File: config.mk
export PLATFORM = sky130hd
export DESIGN_NAME = lpl_engine
export DESIGN_NICKNAME = d
export VERILOG_FILES = /design/src/sv/lpl_pkg.sv /design/src/sv/lpl_engine.sv
export VERILOG_INCLUDE_DIRS = /design/src /design/src/sv
export SDC_FILE = /design/constraint.sdc
export NUM_CORES = 1
export LEC_CHECK = 0
export BUFFER_PORTS_ARGS = -buffer_cell sky130_fd_sc_hd__buf_4
export CAP_MARGIN = 40
export CORE_ASPECT_RATIO = 0.8
export CORE_MARGIN = 1.5
export CORE_UTILIZATION = 56
export CTS_CLUSTER_SIZE = 8
export DETAILED_ROUTE_END_ITERATION = 16
export PLACE_DENSITY = 0.8
export SYNTH_ARGS = -nofsm -noshare
export SYNTH_HDL_FRONTEND = slang
export SYNTH_SLANG_ARGS = --single-unit
File: constraint.sdc
create_clock -name clk -period 7.93 [get_ports clk]
set_input_delay 0.3965 -clock clk [delete_from_list [all_inputs] [get_ports clk]]
set_output_delay 0.3965 -clock clk [all_outputs]
set_load 0.01 [all_outputs]
File: src/sv/linear_probe_list_table_top_macros.svh
// assertion macros for the list table
`ifndef LINEAR_PROBE_LIST_TABLE_TOP_MACROS_SVH
`define LINEAR_PROBE_LIST_TABLE_TOP_MACROS_SVH

// same-cycle implication
`define LPL_ASSERT_NOW(lbl, ante, cons) \
  lbl: assert property (@(posedge clk) disable iff (!rst_n) (ante) |-> (cons)) \
    else $error("list table check failed");

// next-cycle implication
`define LPL_ASSERT_NEXT(lbl, ante, cons) \
  lbl: assert property (@(posedge clk) disable iff (!rst_n) (ante) |=> (cons)) \
    else $error("list table check failed");

`endif

File: src/sv/lpl_pkg.sv
// shared types and constants for the list table
package lpl_pkg;
  localparam int unsigned TABLE_SLOTS = 256;
  localparam int unsigned IDX_W = 8;
  localparam logic [15:0] MAX_COMMANDS = 16'hFFFF;

  localparam logic [2:0] CMD_NEW = 3'd0;
  localparam logic [2:0] CMD_END = 3'd1;
  localparam logic [2:0] CMD_CALL = 3'd2;
  localparam logic [2:0] CMD_DELETE = 3'd3;
  localparam logic [2:0] CMD_IS = 3'd4;
  localparam logic [2:0] CMD_RECORD = 3'd5;

  localparam logic [2:0] ERR_NONE = 3'd0;
  localparam logic [2:0] ERR_VALUE = 3'd1;
  localparam logic [2:0] ERR_OPERATION = 3'd2;
  localparam logic [2:0] ERR_ENUM = 3'd3;
  localparam logic [2:0] ERR_MEMORY = 3'd4;

  localparam logic [15:0] MODE_COMPILE = 16'h1300;
  localparam logic [15:0] MODE_COMPILE_EXEC = 16'h1301;

  typedef struct packed {
    logic        tomb;
    logic        used;
    logic [31:0] key;
  } slot_t;

  typedef struct packed {
    logic [2:0]       error;
    logic             found;
    logic             accepted;
    logic [IDX_W-1:0] slot_index;
    logic [IDX_W:0]   deleted_count;
    logic             is_recording;
  } res_t;
endpackage

File: src/sv/lpl_engine.sv
// probe sequencer with recording state
`include "linear_probe_list_table_top_macros.svh"
module lpl_engine import lpl_pkg::*; (
  input  logic             clk,
  input  logic             rst_n,
  input  logic             in_valid,
  output logic             in_ready,
  input  logic [2:0]       in_cmd,
  input  logic [31:0]      in_list_id,
  input  logic [15:0]      in_mode,
  input  logic [15:0]      in_count,
  output logic             ram_we,
  output logic [IDX_W-1:0] ram_waddr,
  output slot_t            ram_wdata,
  output logic [IDX_W-1:0] ram_raddr,
  input  slot_t            ram_rdata,
  input  logic             res_ok,
  output logic             res_valid,
  output res_t             res
);
  typedef enum logic [2:0] {S_CLR, S_IDLE, S_RD, S_CHK, S_FIN} state_t;

  state_t           state_r;
  logic [2:0]       cmd_r;
  logic [31:0]      id_r;
  logic [14:0]      cnt_r;
  logic [IDX_W-1:0] pos_r;
  logic [IDX_W-1:0] n_r;
  logic             free_vld_r;
  logic [IDX_W-1:0] free_r;
  logic [2:0]       err_r;
  logic             found_r;
  logic             acc_r;
  logic [IDX_W-1:0] slot_r;
  logic [IDX_W:0]   del_r;
  logic             rec_r;
  logic [IDX_W-1:0] rec_slot_r;
  logic [15:0]      rec_cnt_r;
  logic             we_r;
  logic [IDX_W-1:0] wa_r;
  slot_t            wd_r;

  logic             cur_used;
  logic             cur_tomb;
  logic             match;
  logic             last;
  logic             del_hit;
  logic             can_claim;
  logic [IDX_W-1:0] claim_slot;
  logic [31:0]      key_diff;

  assign cur_used   = ram_rdata.used;
  assign cur_tomb   = ram_rdata.tomb;
  assign match      = cur_used && (ram_rdata.key == id_r);
  assign last       = (n_r == IDX_W'(TABLE_SLOTS - 1));
  assign key_diff   = ram_rdata.key - id_r;
  assign del_hit    = cur_used && (key_diff < {17'd0, cnt_r});
  assign can_claim  = match || (last && (free_vld_r || !cur_used));
  assign claim_slot = match ? pos_r : (free_vld_r ? free_r : pos_r);

  always_ff @(posedge clk) begin
    if (!rst_n) begin
      state_r    <= S_CLR;
      n_r        <= '0;
      rec_r      <= 1'b0;
      rec_slot_r <= '0;
      rec_cnt_r  <= '0;
      we_r       <= 1'b0;
    end else begin
      we_r <= 1'b0;
      unique case (state_r)
        S_CLR: begin
          we_r <= 1'b1;
          wa_r <= n_r;
          wd_r <= '0;
          n_r  <= n_r + IDX_W'(1);
          if (last) begin
            state_r <= S_IDLE;
          end
        end
        S_IDLE: begin
          if (in_valid) begin
            cmd_r      <= in_cmd;
            id_r       <= in_list_id;
            cnt_r      <= in_count[14:0];
            pos_r      <= (in_cmd == CMD_DELETE) ? '0 : in_list_id[IDX_W-1:0];
            n_r        <= '0;
            free_vld_r <= 1'b0;
            err_r      <= ERR_NONE;
            found_r    <= 1'b0;
            acc_r      <= 1'b0;
            slot_r     <= '0;
            del_r      <= '0;
            state_r    <= S_FIN;
            unique case (in_cmd)
              CMD_NEW: begin
                if (in_list_id == 32'd0) begin
                  err_r <= ERR_VALUE;
                end else if (rec_r) begin
                  err_r <= ERR_OPERATION;
                end else if (in_mode != MODE_COMPILE && in_mode != MODE_COMPILE_EXEC) begin
                  err_r <= ERR_ENUM;
                end else begin
                  state_r <= S_RD;
                end
              end
              CMD_END: begin
                if (!rec_r) begin
                  err_r <= ERR_OPERATION;
                end else begin
                  rec_r      <= 1'b0;
                  rec_slot_r <= '0;
                end
              end
              CMD_CALL: begin
                if (in_list_id == 32'd0) begin
                  err_r <= ERR_VALUE;
                end else begin
                  state_r <= S_RD;
                end
              end
              CMD_DELETE: begin
                if (in_count[15]) begin
                  err_r <= ERR_VALUE;
                end else begin
                  state_r <= S_RD;
                end
              end
              CMD_IS: begin
                if (in_list_id != 32'd0) begin
                  state_r <= S_RD;
                end
              end
              CMD_RECORD: begin
                if (rec_r && rec_cnt_r != MAX_COMMANDS) begin
                  rec_cnt_r <= rec_cnt_r + 16'd1;
                  acc_r     <= 1'b1;
                  slot_r    <= rec_slot_r;
                end
              end
              default: begin
              end
            endcase
          end
        end
        S_RD: begin
          state_r <= S_CHK;
        end
        S_CHK: begin
          state_r <= S_RD;
          pos_r   <= pos_r + IDX_W'(1);
          n_r     <= n_r + IDX_W'(1);
          unique case (cmd_r)
            CMD_DELETE: begin
              if (del_hit) begin
                we_r  <= 1'b1;
                wa_r  <= pos_r;
                wd_r  <= '{tomb: 1'b1, used: 1'b0, key: 32'd0};
                del_r <= del_r + (IDX_W+1)'(1);
                if (rec_r && rec_slot_r == pos_r) begin
                  rec_cnt_r <= '0;
                end
              end
              if (last) begin
                state_r <= S_FIN;
              end
            end
            CMD_NEW: begin
              if (can_claim) begin
                we_r       <= 1'b1;
                wa_r       <= claim_slot;
                wd_r       <= '{tomb: 1'b0, used: 1'b1, key: id_r};
                rec_r      <= 1'b1;
                rec_slot_r <= claim_slot;
                rec_cnt_r  <= '0;
                slot_r     <= claim_slot;
                state_r    <= S_FIN;
              end else if (last) begin
                err_r   <= ERR_MEMORY;
                state_r <= S_FIN;
              end else if (!cur_used && !free_vld_r) begin
                free_vld_r <= 1'b1;
                free_r     <= pos_r;
              end
            end
            default: begin
              if (match) begin
                found_r <= 1'b1;
                slot_r  <= pos_r;
                state_r <= S_FIN;
              end else if ((!cur_used && !cur_tomb) || last) begin
                if (cmd_r == CMD_CALL) begin
                  err_r <= ERR_VALUE;
                end
                state_r <= S_FIN;
              end
            end
          endcase
        end
        S_FIN: begin
          if (res_ok) begin
            state_r <= S_IDLE;
          end
        end
        default: begin
          state_r <= S_IDLE;
        end
      endcase
    end
  end

  assign in_ready  = (state_r == S_IDLE);
  assign ram_raddr = pos_r;
  assign ram_we    = we_r;
  assign ram_waddr = wa_r;
  assign ram_wdata = wd_r;
  assign res_valid = (state_r == S_FIN);
  assign res = '{error: err_r, found: found_r, accepted: acc_r, slot_index: slot_r,
                 deleted_count: del_r, is_recording: rec_r};

  `LPL_ASSERT_NEXT(busy_after_transfer, in_valid && in_ready, !in_ready)
  `LPL_ASSERT_NOW(no_found_and_accepted, res_valid, !(res.found && res.accepted))
  `LPL_ASSERT_NOW(no_write_in_check, ram_we, state_r != S_CHK)
  `LPL_ASSERT_NEXT(claim_writes_slot, state_r == S_CHK && cmd_r == CMD_NEW && can_claim,
                   ram_we && ram_waddr == rec_slot_r && err_r == ERR_NONE)
endmodule

==> flow_metrics.env <==
export IMPL_critPathBufInv=1
export IMPL_overflow=0
export IMPL_maxClockFrequency_mhz=169
export IMPL_numPortBuffers=179
export IMPL_vias_per_cell=6.17
export IMPL_layout_min_cycle_time_ps=5900
export IMPL_ant_nets=0
export IMPL_cts_made_buffers=17
export IMPL_path_clk_slew_ps=70
export IMPL_tightest_slew_ps=864
export IMPL_maxCapViolCount=0
export IMPL_ir_drop_v=0.000157
export IMPL_layout_commonest_cell="buf_4"
export IMPL_critPathKind="reg2reg"
export IMPL_slowest_delay_ps=520
export IMPL_grt_setup_unrepaired="false"
export IMPL_synth_async_reset_ratio=0
export IMPL_ys_warn_count=0
export IMPL_cts_tree="yes"
export IMPL_r2r_end="ram_waddr[4]$_DFFE_PP_"
export IMPL_critPathMaxFanout=27
export IMPL_syn_inst=992
export IMPL_clock_root_buffer="clkbuf_16"
export IMPL_r2r_slack_ps=2030
export IMPL_cts_hold_buf=0
export IMPL_cts_sinks=168
export IMPL_fin_setup_tns_ps=0
export IMPL_syn_avg_cell_area_um2=9.82
export IMPL_start_util=0.581
export IMPL_cp_required_ps=8020
export IMPL_path_cells="ha_1 -> fa_1 -> nand2b_1 -> a2111oi_2 -> o311ai_1 -> nand2_1 -> xor2_1 -> ha_1 -> o21a_1 -> a22oi_1 -> o21ai_0 -> a32o_1 -> a2111o_1 -> or4_1 -> nor2_1 -> a31oi_1 -> a21oi_4 -> buf_4"
export IMPL_insertion_delay_ps=440
export IMPL_post_cts_repair_setup_buffers=0
export IMPL_dpl_hpwl_um=19800
export IMPL_grt_pass1_vias=7992
export IMPL_synthXorXnorAreaFrac=0.0387
export IMPL_startpoint="id_r[0]$_DFFE_PP_"
export IMPL_fin_nets=1301
export IMPL_drtIter0Drc=849
export IMPL_routabilityCongestion=0.915
export IMPL_drc=0
export IMPL_grt_max_degree=78
export IMPL_syn_nets=1147
export IMPL_power_density_nw_per_um2=186
export IMPL_die_h_um=121
export IMPL_synth_compound_area_frac=0.160
export IMPL_status="finished clean"
export IMPL_final_cell_mix="buf_4 (186), edfxtp_1 (131), nor2_1 (95)"
export IMPL_final_fill_count=1273
export IMPL_critical_path_depth=18
export IMPL_fin_crit_sh=0.745
export IMPL_endpoint="ram_waddr[4]$_DFFE_PP_"
export IMPL_synth_top_family_by_area="simple AND/OR/NAND/NOR gates"
export IMPL_fp_dieArea_um2=18200
export IMPL_ys_seq_elements=168
export IMPL_slew_headroom=0.424
export IMPL_synth_mux_area_frac=0.0241
export IMPL_setup_worst_path_end_class="register"
export IMPL_layout_area_overhead_vs_synth_pct=20.9
export IMPL_cts_resized=0
export IMPL_io_pins=181
export IMPL_drive_above_1_share=0.208
export IMPL_wl_per_cell_um=19.5
export IMPL_diodes=0
export IMPL_clk_path_buf_depth=2
export IMPL_vias=8514
export IMPL_synth_simple_area_share=0.180
export IMPL_leakagePower_nw=4.85
export IMPL_ys_types=76
export IMPL_synth_edf_count=131
export IMPL_drtPass1Iterations=5
export IMPL_grt_total_usage=0.303
export IMPL_antenna_found_initial=0
export IMPL_htreeDepth=4
export IMPL_path_common_cell="ha_1"
export IMPL_fin_worst_skew_ps=11.2
export IMPL_arrival_ps=5990
export IMPL_dieWidth_um=150
export IMPL_final_hold_viol_count=0
export IMPL_yosysSeqAreaShare=0.480
export IMPL_r2r_start="id_r[0]$_DFFE_PP_"
export IMPL_grt_pass1_wl_um=41800
export IMPL_slowest_stage="a21oi_4"
export IMPL_row_count=42
export IMPL_rr_worst_depth=18
export IMPL_synth_fa_ha_area_frac=0.0650
export IMPL_path_delay_family="compound AO/OA/AOI/OAI gates"
export IMPL_setup_worst_path_start_class="register"
export IMPL_coreArea_um2=16800
export IMPL_synth_ff_type="edfxtp_1"
export IMPL_synthesis_area_um2=9740
export IMPL_maxSlewViolCount=0
export IMPL_drt_wl_total_um=26800
export IMPL_hp_class="in2reg"
export IMPL_final_setup_viol_count=0
export IMPL_fin_total_pwr_w=0.00219
==> per-stage QoR <==
stage	hold slack [ps]	instance area [um2]	instances	util	worst slack, ps
4_1_cts	122	11800	1378	0.702	2070
5_1_grt	117	11800	1379	0.702	1720
3_5_place_dp	481	11200	1346	0.667	2010
6_report	130	11800	1379	0.702	2030
3_3_place_gp	459	11200	1344	0.666	2110
2_1_floorplan	452	9740	992	-	1640
==> flip-flops by register name, summed over array words and instances, names as in the netlist, 3 cells and up <==
register    cells
cmd_r           3
rec_cnt_r      16
free_r          8
ram_wdata      34
err_r           3
ram_raddr       8
state_r         3
id_r           32
slot_r          8
cnt_r          15
del_r           9
ram_waddr       8
rec_slot_r      8
n_r             8
==> cells by family after synthesis <==
group                      Yosys count
muxes                               23
AOI/OAI and AO/OA                  238
xor gates and xnor gates            43
buffers and inverters              120
adders and majority gates           50
DFF                                168
and+or+nand+nor                    350
==> area by class of cell <==
cell class / instances / area, um2 / area share
tap: 220 / 275 / 0.0234
sequential: 168 / 4670 / 0.397
clock inverter: 14 / 154 / 0.0131
timing repair buffer: 187 / 1400 / 0.119
multi-input combinational: 704 / 4570 / 0.388
inverter: 68 / 255 / 0.0217
clock buffer: 18 / 439 / 0.0373
==> cells in the mapped netlist (5+ instances only) <==
cell type,count,area [um2]
edfxtp_1,131,3930
nor2_1,95,357
nand2_1,70,263
inv_1,68,255
a21oi_1,67,335
ha_1,49,613
o21ai_0,47,235
nor3_1,45,225
dfxtp_1,37,741
a21o_1,29,218
clkbuf_1,28,105
nand3_1,25,125
xnor2_1,23,201
xor2_1,20,175
mux2i_1,19,190
nand4_1,19,119
nor4_1,19,119
a211oi_1,15,113
and3_1,14,87.6
nor2b_1,13,81.3
or3_1,12,75.1
buf_2,10,50.1
o31ai_1,9,67.6
a31oi_1,8,50.1
o21a_1,8,60.1
buf_4,7,52.6
nand2b_1,7,43.8
and2_1,6,37.5
or4_1,6,45.0
a22oi_1,5,37.5
o211ai_1,5,37.5
or2_2,5,31.3
==> layer usage <==
metal | share of wire | GRT usage
met5 | 0 | 0
met4 | 0.017 | 0.0913
met3 | 0.11 | 0.0662
met2 | 0.44 | 0.450
met1 | 0.44 | 0.441
==> worst register-to-register path, delay by kind of cell (launching register included) <==
family,cells,cell delay (ps)
AO/OA/AOI/OAI,9,2500
AND/OR/NAND/NOR,4,1020
adder cells (fa/ha/maj),3,920
buffers and inverters,1,510
flip-flops,1,410
XOR/XNOR,1,170
==> report_power, final <==
group	switching, W	internal (W)	total (W)	leakage [nW]
Combinational	0.000191	0.000147	0.000338	3.02
Sequential	0.0000201	0.000989	0.00101	1.54
Clock	0.000391	0.000455	0.000846	0.291
Total	0.000602	0.00159	0.00219	4.85
==> how the worst min path moves through the flow <==
stage                                     from                         end  slack, ps  cells after the start
floorplan           rec_cnt_r[12]$_SDFFE_PN0P_  rec_cnt_r[12]$_SDFFE_PN0P_        450                      2
detailed placement   rec_cnt_r[7]$_SDFFE_PN0P_   rec_cnt_r[7]$_SDFFE_PN0P_        480                      2
global route                       in_count[1]          cnt_r[1]$_DFFE_PP_        120                      1
CTS                                in_count[3]          cnt_r[3]$_DFFE_PP_        120                      1
global placement    rec_cnt_r[12]$_SDFFE_PN0P_  rec_cnt_r[12]$_SDFFE_PN0P_        460                      2
finish                             in_count[4]          cnt_r[4]$_DFFE_PP_        130                      1
Note: power is estimated with default switching activity, not from simulation.
